<file path="src/rtl/asfr_pkg.sv">
// Shared types and constants of the serial frame receiver.
`default_nettype none
package asfr_pkg;

	localparam int DEFAULT_MAX_DATA = 9;

	localparam logic [7:0] SYNC_RESET = 8'hA4;
	localparam logic [3:0] MAX_LENGTH_RESET = 4'd9;

	localparam logic [7:0] CHANNEL_MASK = 8'h07;
	localparam logic [2:0] CHANNEL_LIMIT = 3'd4;

	// configuration register indexes
	localparam logic REG_SYNC_VALUE = 1'b0;
	localparam logic REG_MAX_LENGTH = 1'b1;

	typedef enum logic [2:0] {
		ST_SYNC,
		ST_LEN,
		ST_ID,
		ST_DATA,
		ST_CHECK,
		ST_DRAIN
	} phase_t;

	typedef struct packed {
		logic seed;
		logic load_len;
		logic load_id;
		logic load_data;
		logic drain_start;
		logic drain_step;
	} ctrl_cmd_t;

	typedef struct packed {
		logic sync_hit;
		logic len_ok;
		logic data_done;
		logic check_ok;
		logic drain_last;
		logic out_free;
	} dp_status_t;

endpackage
`default_nettype wire

</file>
<file path="src/rtl/asfr_ctrl.sv">
// Frame parsing state machine of the serial frame receiver.
`default_nettype none
module asfr_ctrl (
	input  wire                   clk,
	input  wire                   arst_n,
	input  wire                   in_valid,
	output logic                  in_stall,
	input  asfr_pkg::dp_status_t  status,
	output asfr_pkg::ctrl_cmd_t   cmd
);

	asfr_pkg::phase_t state_q, state_d;
	logic             accept;

	always_ff @(posedge clk or negedge arst_n) begin
		if (!arst_n) begin
			state_q <= asfr_pkg::ST_SYNC;
		end else begin
			state_q <= state_d;
		end
	end

	always_comb begin
		state_d  = state_q;
		cmd      = '0;
		in_stall = (state_q == asfr_pkg::ST_DRAIN);
		accept   = in_valid && !in_stall;
		case (state_q)
			asfr_pkg::ST_SYNC: begin
				if (accept && status.sync_hit) begin
					cmd.seed = 1'b1;
					state_d  = asfr_pkg::ST_LEN;
				end
			end
			asfr_pkg::ST_LEN: begin
				if (accept) begin
					if (status.len_ok) begin
						cmd.load_len = 1'b1;
						state_d      = asfr_pkg::ST_ID;
					end else begin
						state_d = asfr_pkg::ST_SYNC;
					end
				end
			end
			asfr_pkg::ST_ID: begin
				if (accept) begin
					cmd.load_id = 1'b1;
					state_d     = asfr_pkg::ST_DATA;
				end
			end
			asfr_pkg::ST_DATA: begin
				if (accept) begin
					cmd.load_data = 1'b1;
					if (status.data_done) begin
						state_d = asfr_pkg::ST_CHECK;
					end
				end
			end
			asfr_pkg::ST_CHECK: begin
				if (accept) begin
					// the checksum byte is never taken as a sync byte
					if (status.check_ok) begin
						cmd.drain_start = 1'b1;
						state_d         = asfr_pkg::ST_DRAIN;
					end else begin
						state_d = asfr_pkg::ST_SYNC;
					end
				end
			end
			asfr_pkg::ST_DRAIN: begin
				if (status.out_free) begin
					cmd.drain_step = 1'b1;
					if (status.drain_last) begin
						state_d = asfr_pkg::ST_SYNC;
					end
				end
			end
			default: begin
				state_d = asfr_pkg::ST_SYNC;
			end
		endcase
	end

endmodule
`default_nettype wire

</file>
<file path="src/rtl/asfr_datapath.sv">
// Registers, data buffer, checksum and result register of the serial frame receiver.
`default_nettype none
module asfr_datapath #(
	parameter int MAX_DATA = asfr_pkg::DEFAULT_MAX_DATA
) (
	input  wire                   clk,
	input  wire                   arst_n,
	input  wire                   cfg_we,
	input  wire                   cfg_index,
	input  wire  [7:0]            cfg_data,
	input  wire  [7:0]            rx_byte,
	input  asfr_pkg::ctrl_cmd_t   cmd,
	output asfr_pkg::dp_status_t  status,
	input  wire                   out_stall,
	output logic                  out_valid,
	output logic [7:0]            message_id,
	output logic [3:0]            frame_length,
	output logic [3:0]            byte_index,
	output logic [7:0]            data_byte,
	output logic [2:0]            channel_number,
	output logic                  channel_in_range,
	output logic                  last
);

	localparam int IdxW = (MAX_DATA > 1) ? $clog2(MAX_DATA) : 1;
	localparam logic [7:0] MaxData8 = 8'(MAX_DATA);

	logic [7:0] sync_q;
	logic [3:0] max_len_q;
	logic [3:0] expected_q;
	logic [3:0] received_q;
	logic [7:0] check_q;
	logic [7:0] id_q;
	logic [2:0] chan_q;
	logic [3:0] k_q;
	logic [7:0] store_q [MAX_DATA];

	logic [7:0] max_len_ext;
	logic [7:0] limit;
	logic [4:0] received_inc;
	logic [4:0] k_inc;
	logic       store_en;

	assign max_len_ext  = {4'd0, max_len_q};
	assign limit        = (max_len_ext > MaxData8) ? MaxData8 : max_len_ext;
	assign received_inc = {1'b0, received_q} + 5'd1;
	assign k_inc        = {1'b0, k_q} + 5'd1;
	assign store_en     = cmd.load_data && (32'(received_q) < MAX_DATA);

	assign status.sync_hit   = (rx_byte == sync_q);
	assign status.len_ok     = (rx_byte != 8'd0) && (rx_byte <= limit);
	assign status.data_done  = (received_inc >= {1'b0, expected_q});
	assign status.check_ok   = (rx_byte == check_q);
	assign status.drain_last = (k_inc == {1'b0, expected_q});
	assign status.out_free   = !out_valid || !out_stall;

	always_ff @(posedge clk or negedge arst_n) begin
		if (!arst_n) begin
			sync_q    <= asfr_pkg::SYNC_RESET;
			max_len_q <= asfr_pkg::MAX_LENGTH_RESET;
		end else if (cfg_we) begin
			case (cfg_index)
				asfr_pkg::REG_SYNC_VALUE: sync_q    <= cfg_data;
				asfr_pkg::REG_MAX_LENGTH: max_len_q <= cfg_data[3:0];
				default: ;
			endcase
		end
	end

	always_ff @(posedge clk or negedge arst_n) begin
		if (!arst_n) begin
			expected_q <= '0;
			received_q <= '0;
			check_q    <= asfr_pkg::SYNC_RESET;
			id_q       <= '0;
			k_q        <= '0;
		end else begin
			if (cmd.seed) begin
				check_q <= sync_q;
			end
			if (cmd.load_len) begin
				// len_ok bounds the length to at most 15
				expected_q <= rx_byte[3:0];
				received_q <= '0;
				check_q    <= check_q ^ rx_byte;
			end
			if (cmd.load_id) begin
				id_q    <= rx_byte;
				check_q <= check_q ^ rx_byte;
			end
			if (cmd.load_data) begin
				received_q <= received_inc[3:0];
				check_q    <= check_q ^ rx_byte;
			end
			if (cmd.drain_start) begin
				k_q <= '0;
			end else if (cmd.drain_step) begin
				k_q <= k_inc[3:0];
			end
		end
	end

	// buffer and channel capture, no reset needed
	always_ff @(posedge clk) begin
		if (store_en) begin
			store_q[IdxW'(received_q)] <= rx_byte;
		end
		if (cmd.load_data && received_q == 4'd0) begin
			chan_q <= 3'(rx_byte & asfr_pkg::CHANNEL_MASK);
		end
	end

	// result register: one entry of the buffer per drain step
	always_ff @(posedge clk or negedge arst_n) begin
		if (!arst_n) begin
			out_valid <= 1'b0;
		end else if (cmd.drain_step) begin
			out_valid <= 1'b1;
		end else if (!out_stall) begin
			out_valid <= 1'b0;
		end
	end

	always_ff @(posedge clk) begin
		if (cmd.drain_step) begin
			message_id       <= id_q;
			frame_length     <= expected_q;
			byte_index       <= k_q;
			data_byte        <= store_q[IdxW'(k_q)];
			channel_number   <= chan_q;
			channel_in_range <= (chan_q < asfr_pkg::CHANNEL_LIMIT);
			last             <= status.drain_last;
		end
	end

endmodule
`default_nettype wire

</file>
<file path="src/rtl/ant_serial_frame_receiver.sv">
// Serial frame receiver: finds sync/length/ID/data/checksum frames in a byte stream.
//
// Input channel: one received byte per transfer (in_valid, in_stall, rx_byte).
// The block takes a byte every cycle while it parses a frame: sync, length,
// message ID, data bytes, checksum (XOR seeded with the sync register).
// Bad lengths and checksum mismatches drop the frame silently.
// On a good checksum the block emits one result per data byte through a
// single output register (out_valid, out_stall). The parser enters its drain
// state after the checksum byte, then the first result is registered; the
// rest follow one per cycle while out_stall is low, and a stalled receiver
// holds the result and the drain. While results drain, in_stall is high;
// a frame of n data bytes is made of n + 4 input bytes.
// Configuration (cfg_we, cfg_index, cfg_data): index 0 sync value, index 1
// maximum data length; writes take effect at once and are meant for idle.
// Reset clears the parser to waiting for sync and restores sync value 0xA4
// and maximum length 9; buffer contents are left as they are.
`default_nettype none
module ant_serial_frame_receiver #(
	parameter int MAX_DATA = asfr_pkg::DEFAULT_MAX_DATA
) (
	input  wire        clk,
	input  wire        arst_n,
	input  wire        cfg_we,
	input  wire        cfg_index,
	input  wire  [7:0] cfg_data,
	input  wire        in_valid,
	output logic       in_stall,
	input  wire  [7:0] rx_byte,
	output logic       out_valid,
	input  wire        out_stall,
	output logic [7:0] message_id,
	output logic [3:0] frame_length,
	output logic [3:0] byte_index,
	output logic [7:0] data_byte,
	output logic [2:0] channel_number,
	output logic       channel_in_range,
	output logic       last
);

	asfr_pkg::ctrl_cmd_t  cmd;
	asfr_pkg::dp_status_t status;

	asfr_ctrl u_ctrl (
		.clk      (clk),
		.arst_n   (arst_n),
		.in_valid (in_valid),
		.in_stall (in_stall),
		.status   (status),
		.cmd      (cmd)
	);

	asfr_datapath #(
		.MAX_DATA (MAX_DATA)
	) u_datapath (
		.clk              (clk),
		.arst_n           (arst_n),
		.cfg_we           (cfg_we),
		.cfg_index        (cfg_index),
		.cfg_data         (cfg_data),
		.rx_byte          (rx_byte),
		.cmd              (cmd),
		.status           (status),
		.out_stall        (out_stall),
		.out_valid        (out_valid),
		.message_id       (message_id),
		.frame_length     (frame_length),
		.byte_index       (byte_index),
		.data_byte        (data_byte),
		.channel_number   (channel_number),
		.channel_in_range (channel_in_range),
		.last             (last)
	);

endmodule
`default_nettype wire
</file>
<file path="config.mk">
export PLATFORM = sky130hd
export DESIGN_NAME = ant_serial_frame_receiver
export DESIGN_NICKNAME = d
export VERILOG_FILES = /design/src/rtl/asfr_pkg.sv /design/src/rtl/asfr_ctrl.sv /design/src/rtl/asfr_datapath.sv /design/src/rtl/ant_serial_frame_receiver.sv
export SDC_FILE = /design/constraint.sdc
export NUM_CORES = 1
export LEC_CHECK = 0
export BUFFER_PORTS_ARGS = -buffer_cell sky130_fd_sc_hd__buf_2
export CAP_MARGIN = 20
export CORE_MARGIN = 5
export CORE_UTILIZATION = 59
export DETAILED_ROUTE_END_ITERATION = 8
export PLACE_DENSITY = 0.78
export SLEW_MARGIN = 20
export SYNTH_ARGS = -nofsm -noshare
export SYNTH_HDL_FRONTEND = slang
export SYNTH_SLANG_ARGS = --single-unit
</file>
<file path="constraint.sdc">
create_clock -name clk -period 8.4 [get_ports clk]
set_input_delay 1.68 -clock clk [delete_from_list [all_inputs] [get_ports clk]]
set_output_delay 1.68 -clock clk [all_outputs]
set_load 0.02 [all_outputs]
</file>
==> summary.md <==
| Metric | Value |
|---|---|
| Synth top area cells | edfxtp_1 (49%), dfrtp_1 (14%), mux4_2 (5.7%) |
| DRC viols | 0 |
| Worst path arrival time | ~4.0 ns |
| Fin util | 69.6% |
| Post-synthesis cell count | between 400 and 500 |
| Mapped Area | approximately 6300 um^2 |
| # rows | 37 |
| Power Total | about 2.2 mW |
| CP required | approximately 9 ns |
| Post-synthesis simple-gate area fraction | 7.90% |
| Max rail drop VDD | around 0.18 mV |
| Clock skew | 0.00873 ns |
| First-pass GRT wire length | just over 20000 um |
| Final non-filler cell total | roughly 620 |
| Hold WS | 0.433 ns |
| Ys flop type | edfxtp_1 |
| Top-level port count | 53 |
| Filler instances | just under 700 |
| Register area share after synthesis | between 60% and 70% |
| Syn nets | 446 |
| Nature of the critical path endpoint | flop |
| Initial core utilization | 60.8% |
| Port Buf Inserts | 52 |
| Leakage power | around 2.7 nW |
| Final worst-path setup slack | 4.79 ns |
| Initial antenna violation count | 0 |
| DR vias/cell | between 5 and 6 |
| Clk sink count | 148 |
| Status | complete, no violations |
| Top cells by count, synth | edfxtp_1 (104), dfrtp_1 (36), nand2_1 (24) |
| Int Power | roughly 1.5 mW |
| Post-Layout Inst Area | 7250 um^2 |
| Pin count of the biggest net entering global routing | 45 |
| Post-CTS Resized | 0 |
| Die Wd | around 110 um |
| Via count | roughly 3600 |
| CTS clk-pin slew, worst paths | 0.06 ns |
| Inst Count DP | 584 |
| Final ANT Viol Nets | 0 |
| Post-synth EDFFs | 104 |
| Top-count cell post-synth | edfxtp_1 |
| Hold Path Class | flop to flop |
| Total Wirelength | about 12000 um |
| Share of total power in combinational logic | 23.7% |
| Max FO, Critical Path | 18 |
| Share of cells above drive strength 1 | 28.3% |
| Area leader, netlist | edfxtp_1 |
| Grt total ovfl | 0 |
| Clock root buffer | clkbuf_8 |
| Synth async-reset ratio | 29.7% |
| Post-synth cell types | slightly below 50 |
| Post-CTS Setup Bufs | 0 |
| Vias in the first global route | ~3700 |
| Sw frac | a little under a third |
| Die area | 12900 um^2 |
| GP Congestion | between 0.8 and 0.9 |
| Final net count | 504 |
| Cts hold-fix bufs | 0 |
| Post-DP HPWL | about 8000 um |
| Largest family of logic cells by synthesized area | multiplexers |
| Avg Cell Area, Syn | around 15 um^2 |
| Endpoints failing hold | 0 |
| H-tree Lvls | 4 |
| Max-cap violations | 0 |
| DP Area | roughly 6700 um^2 |
| Pwr/cell area | 305 nW/um^2 |
| Adder-cell share of the synthesized area | 2.77% |
| WL per Instance | 20.1 um |
| CTS tree | yes |
| Slew @ Worst Pin | 0.916 ns |
| Place WS | ~4.3 ns |
| GRT Overall Usage | 20.9% |
| CP startpoint kind | input pin |
| YS warnings | 0 |
| Critical path class | input pin to flop |
| 1st-pass router iterations | 4 |
| Minimum clock period | between 3 and 4 ns |
| Final Slew Violations | 0 |
| TNS Setup | 0 ns |
| Unrepaired setup endpoints after global routing | no |
| Post-synthesis mux area share | between 10 and 15% |
| Core ar. | 10400 um^2 |
| Post-synth top area share | between 40% and 50% |
| Part of the power in registers | ~47% |
| Clock Tree Buf Depth | 2 |
| Initial DRC count | 226 |
| Final setup viols | 0 |
| Psw | approximately 680 uW |
| Reg-to-reg slack, setup | 5.62 ns |
| Compound-gate portion of the synthesized area | 6.62% |
| Slew HR | 39.0% |
| Area Growth Syn to Fin | 14.5% |
| Die Ht | around 110 um |
| Yosys reg bits | 148 |
| # diodes | 0 |
| Clock latency on the worst-skew pair | about 0.52 ns |
| Achievable frequency | between 0.2 and 0.3 GHz |
| Clock power share | between 20% and 30% |
| Post-Synth XOR/XNOR Area | under 10% |
| Cts bufs inserted | 17 |
| Fin crit share | between 40% and 50% |
[worst max-delay path: stages]
cell and delay [ns]:
buf_2 0.32, ha_1 0.33, a21oi_1 0.15, o21ai_1 0.18, a311oi_4 0.74, nor2_2 0.20
a221o_1 0.39
[area by class of cell]
type                       count  area, um^2  share of cell area, %
tap                          136         170                   2.35
clock buffer                  19         422                   5.81
inverter                      16        60.1                  0.828
timing repair buffer          55         305                   4.21
multi-input combinational    230        1970                   27.2
sequential                   148        4230                   58.4
clock inverter                13        86.3                   1.19
[metal layers]
metal | wire length, um | share of wire (%) | vias to the layer above | global-route usage [%]
met5 | 0 | 0 | - | 0
met3 | 686 | 5.5 | 13 | 5.57
met2 | 6250 | 50 | 112 | 34.6
met4 | 180 | 1.5 | 0 | 7.05
met1 | 5270 | 43 | 1826 | 27.0
li1 | - | - | 1677 | -
[state kept, by name, indices dropped and copies added, names as in the netlist]
register,cells
u_datapath.max_len_q,4
u_datapath.byte_index,4
u_datapath.received_q,4
u_datapath.data_byte,8
u_datapath.sync_q,8
u_datapath.frame_length,4
u_datapath.expected_q,4
u_datapath.last,1
u_datapath.message_id,8
u_ctrl.state_q,3
u_datapath.check_q,8
u_datapath.store_q,72
u_datapath.id_q,8
u_datapath.k_q,4
u_datapath.chan_q,3
u_datapath.channel_in_range,1
u_datapath.out_valid,1
u_datapath.channel_number,3
[cells in the final DEF (no fill, tap or decap), drive strengths merged, types with 2 or more instances in the layout]
master	netlist	routed
o21ai	20	20
a32o	4	4
dfstp	8	8
nor2b	12	12
nor3	7	7
nand4	5	5
clkinv	0	6
a31oi	3	3
and2	9	9
clkinvlp	0	5
nand2	24	24
a221o	7	7
a22o	5	5
xnor2	13	13
mux2	21	21
dfrtp	36	36
mux4	16	16
nor2	16	16
mux2i	10	10
nor4	4	4
nand3	4	4
buf	7	55
clkbuf	9	19
nand3b	2	2
xor2	6	6
a21oi	8	8
edfxtp	104	104
ha	14	14
inv	16	18
nand2b	4	4
a211oi	2	2
[power groups by stage]
stage	combinational, mW	clock (mW)	sequential (mW)
finish	0.526	0.652	1.04
global route	0.581	0.697	1.05
CTS	0.521	0.656	1.04
detailed placement	0.518	0	1.05
global placement	0.495	0	1.04
floorplan	0.382	0	1.03
[logic make-up after synthesis]
group / count (synthesis)
compound gates: 57
xor+xnor: 19
fa+ha+maj: 14
buf+inv: 32
flops: 148
mux: 47
simple gates: 93
[final timing paths]
check,startpoint,end,cells past startpoint
setup / recovery,rx_byte[3],u_datapath.check_q[1]$_DFFE_PN0P_,7
hold / removal,u_datapath.chan_q[0]$_DFFE_PP_,u_datapath.channel_number[0]$_DFFE_PP_,0
setup reg to reg,u_datapath.k_q[1]$_DFFE_PN0P_,u_ctrl.state_q[0]$_DFFE_PN0P_,7
hold reg to reg,u_datapath.chan_q[0]$_DFFE_PP_,u_datapath.channel_number[0]$_DFFE_PP_,0
max in group asynchronous,arst_n,u_datapath.received_q[3]$_DFFE_PN0P_,1
min in group asynchronous,arst_n,u_datapath.id_q[2]$_DFFE_PN0P_,1
Power figures use the tool's default switching activity.
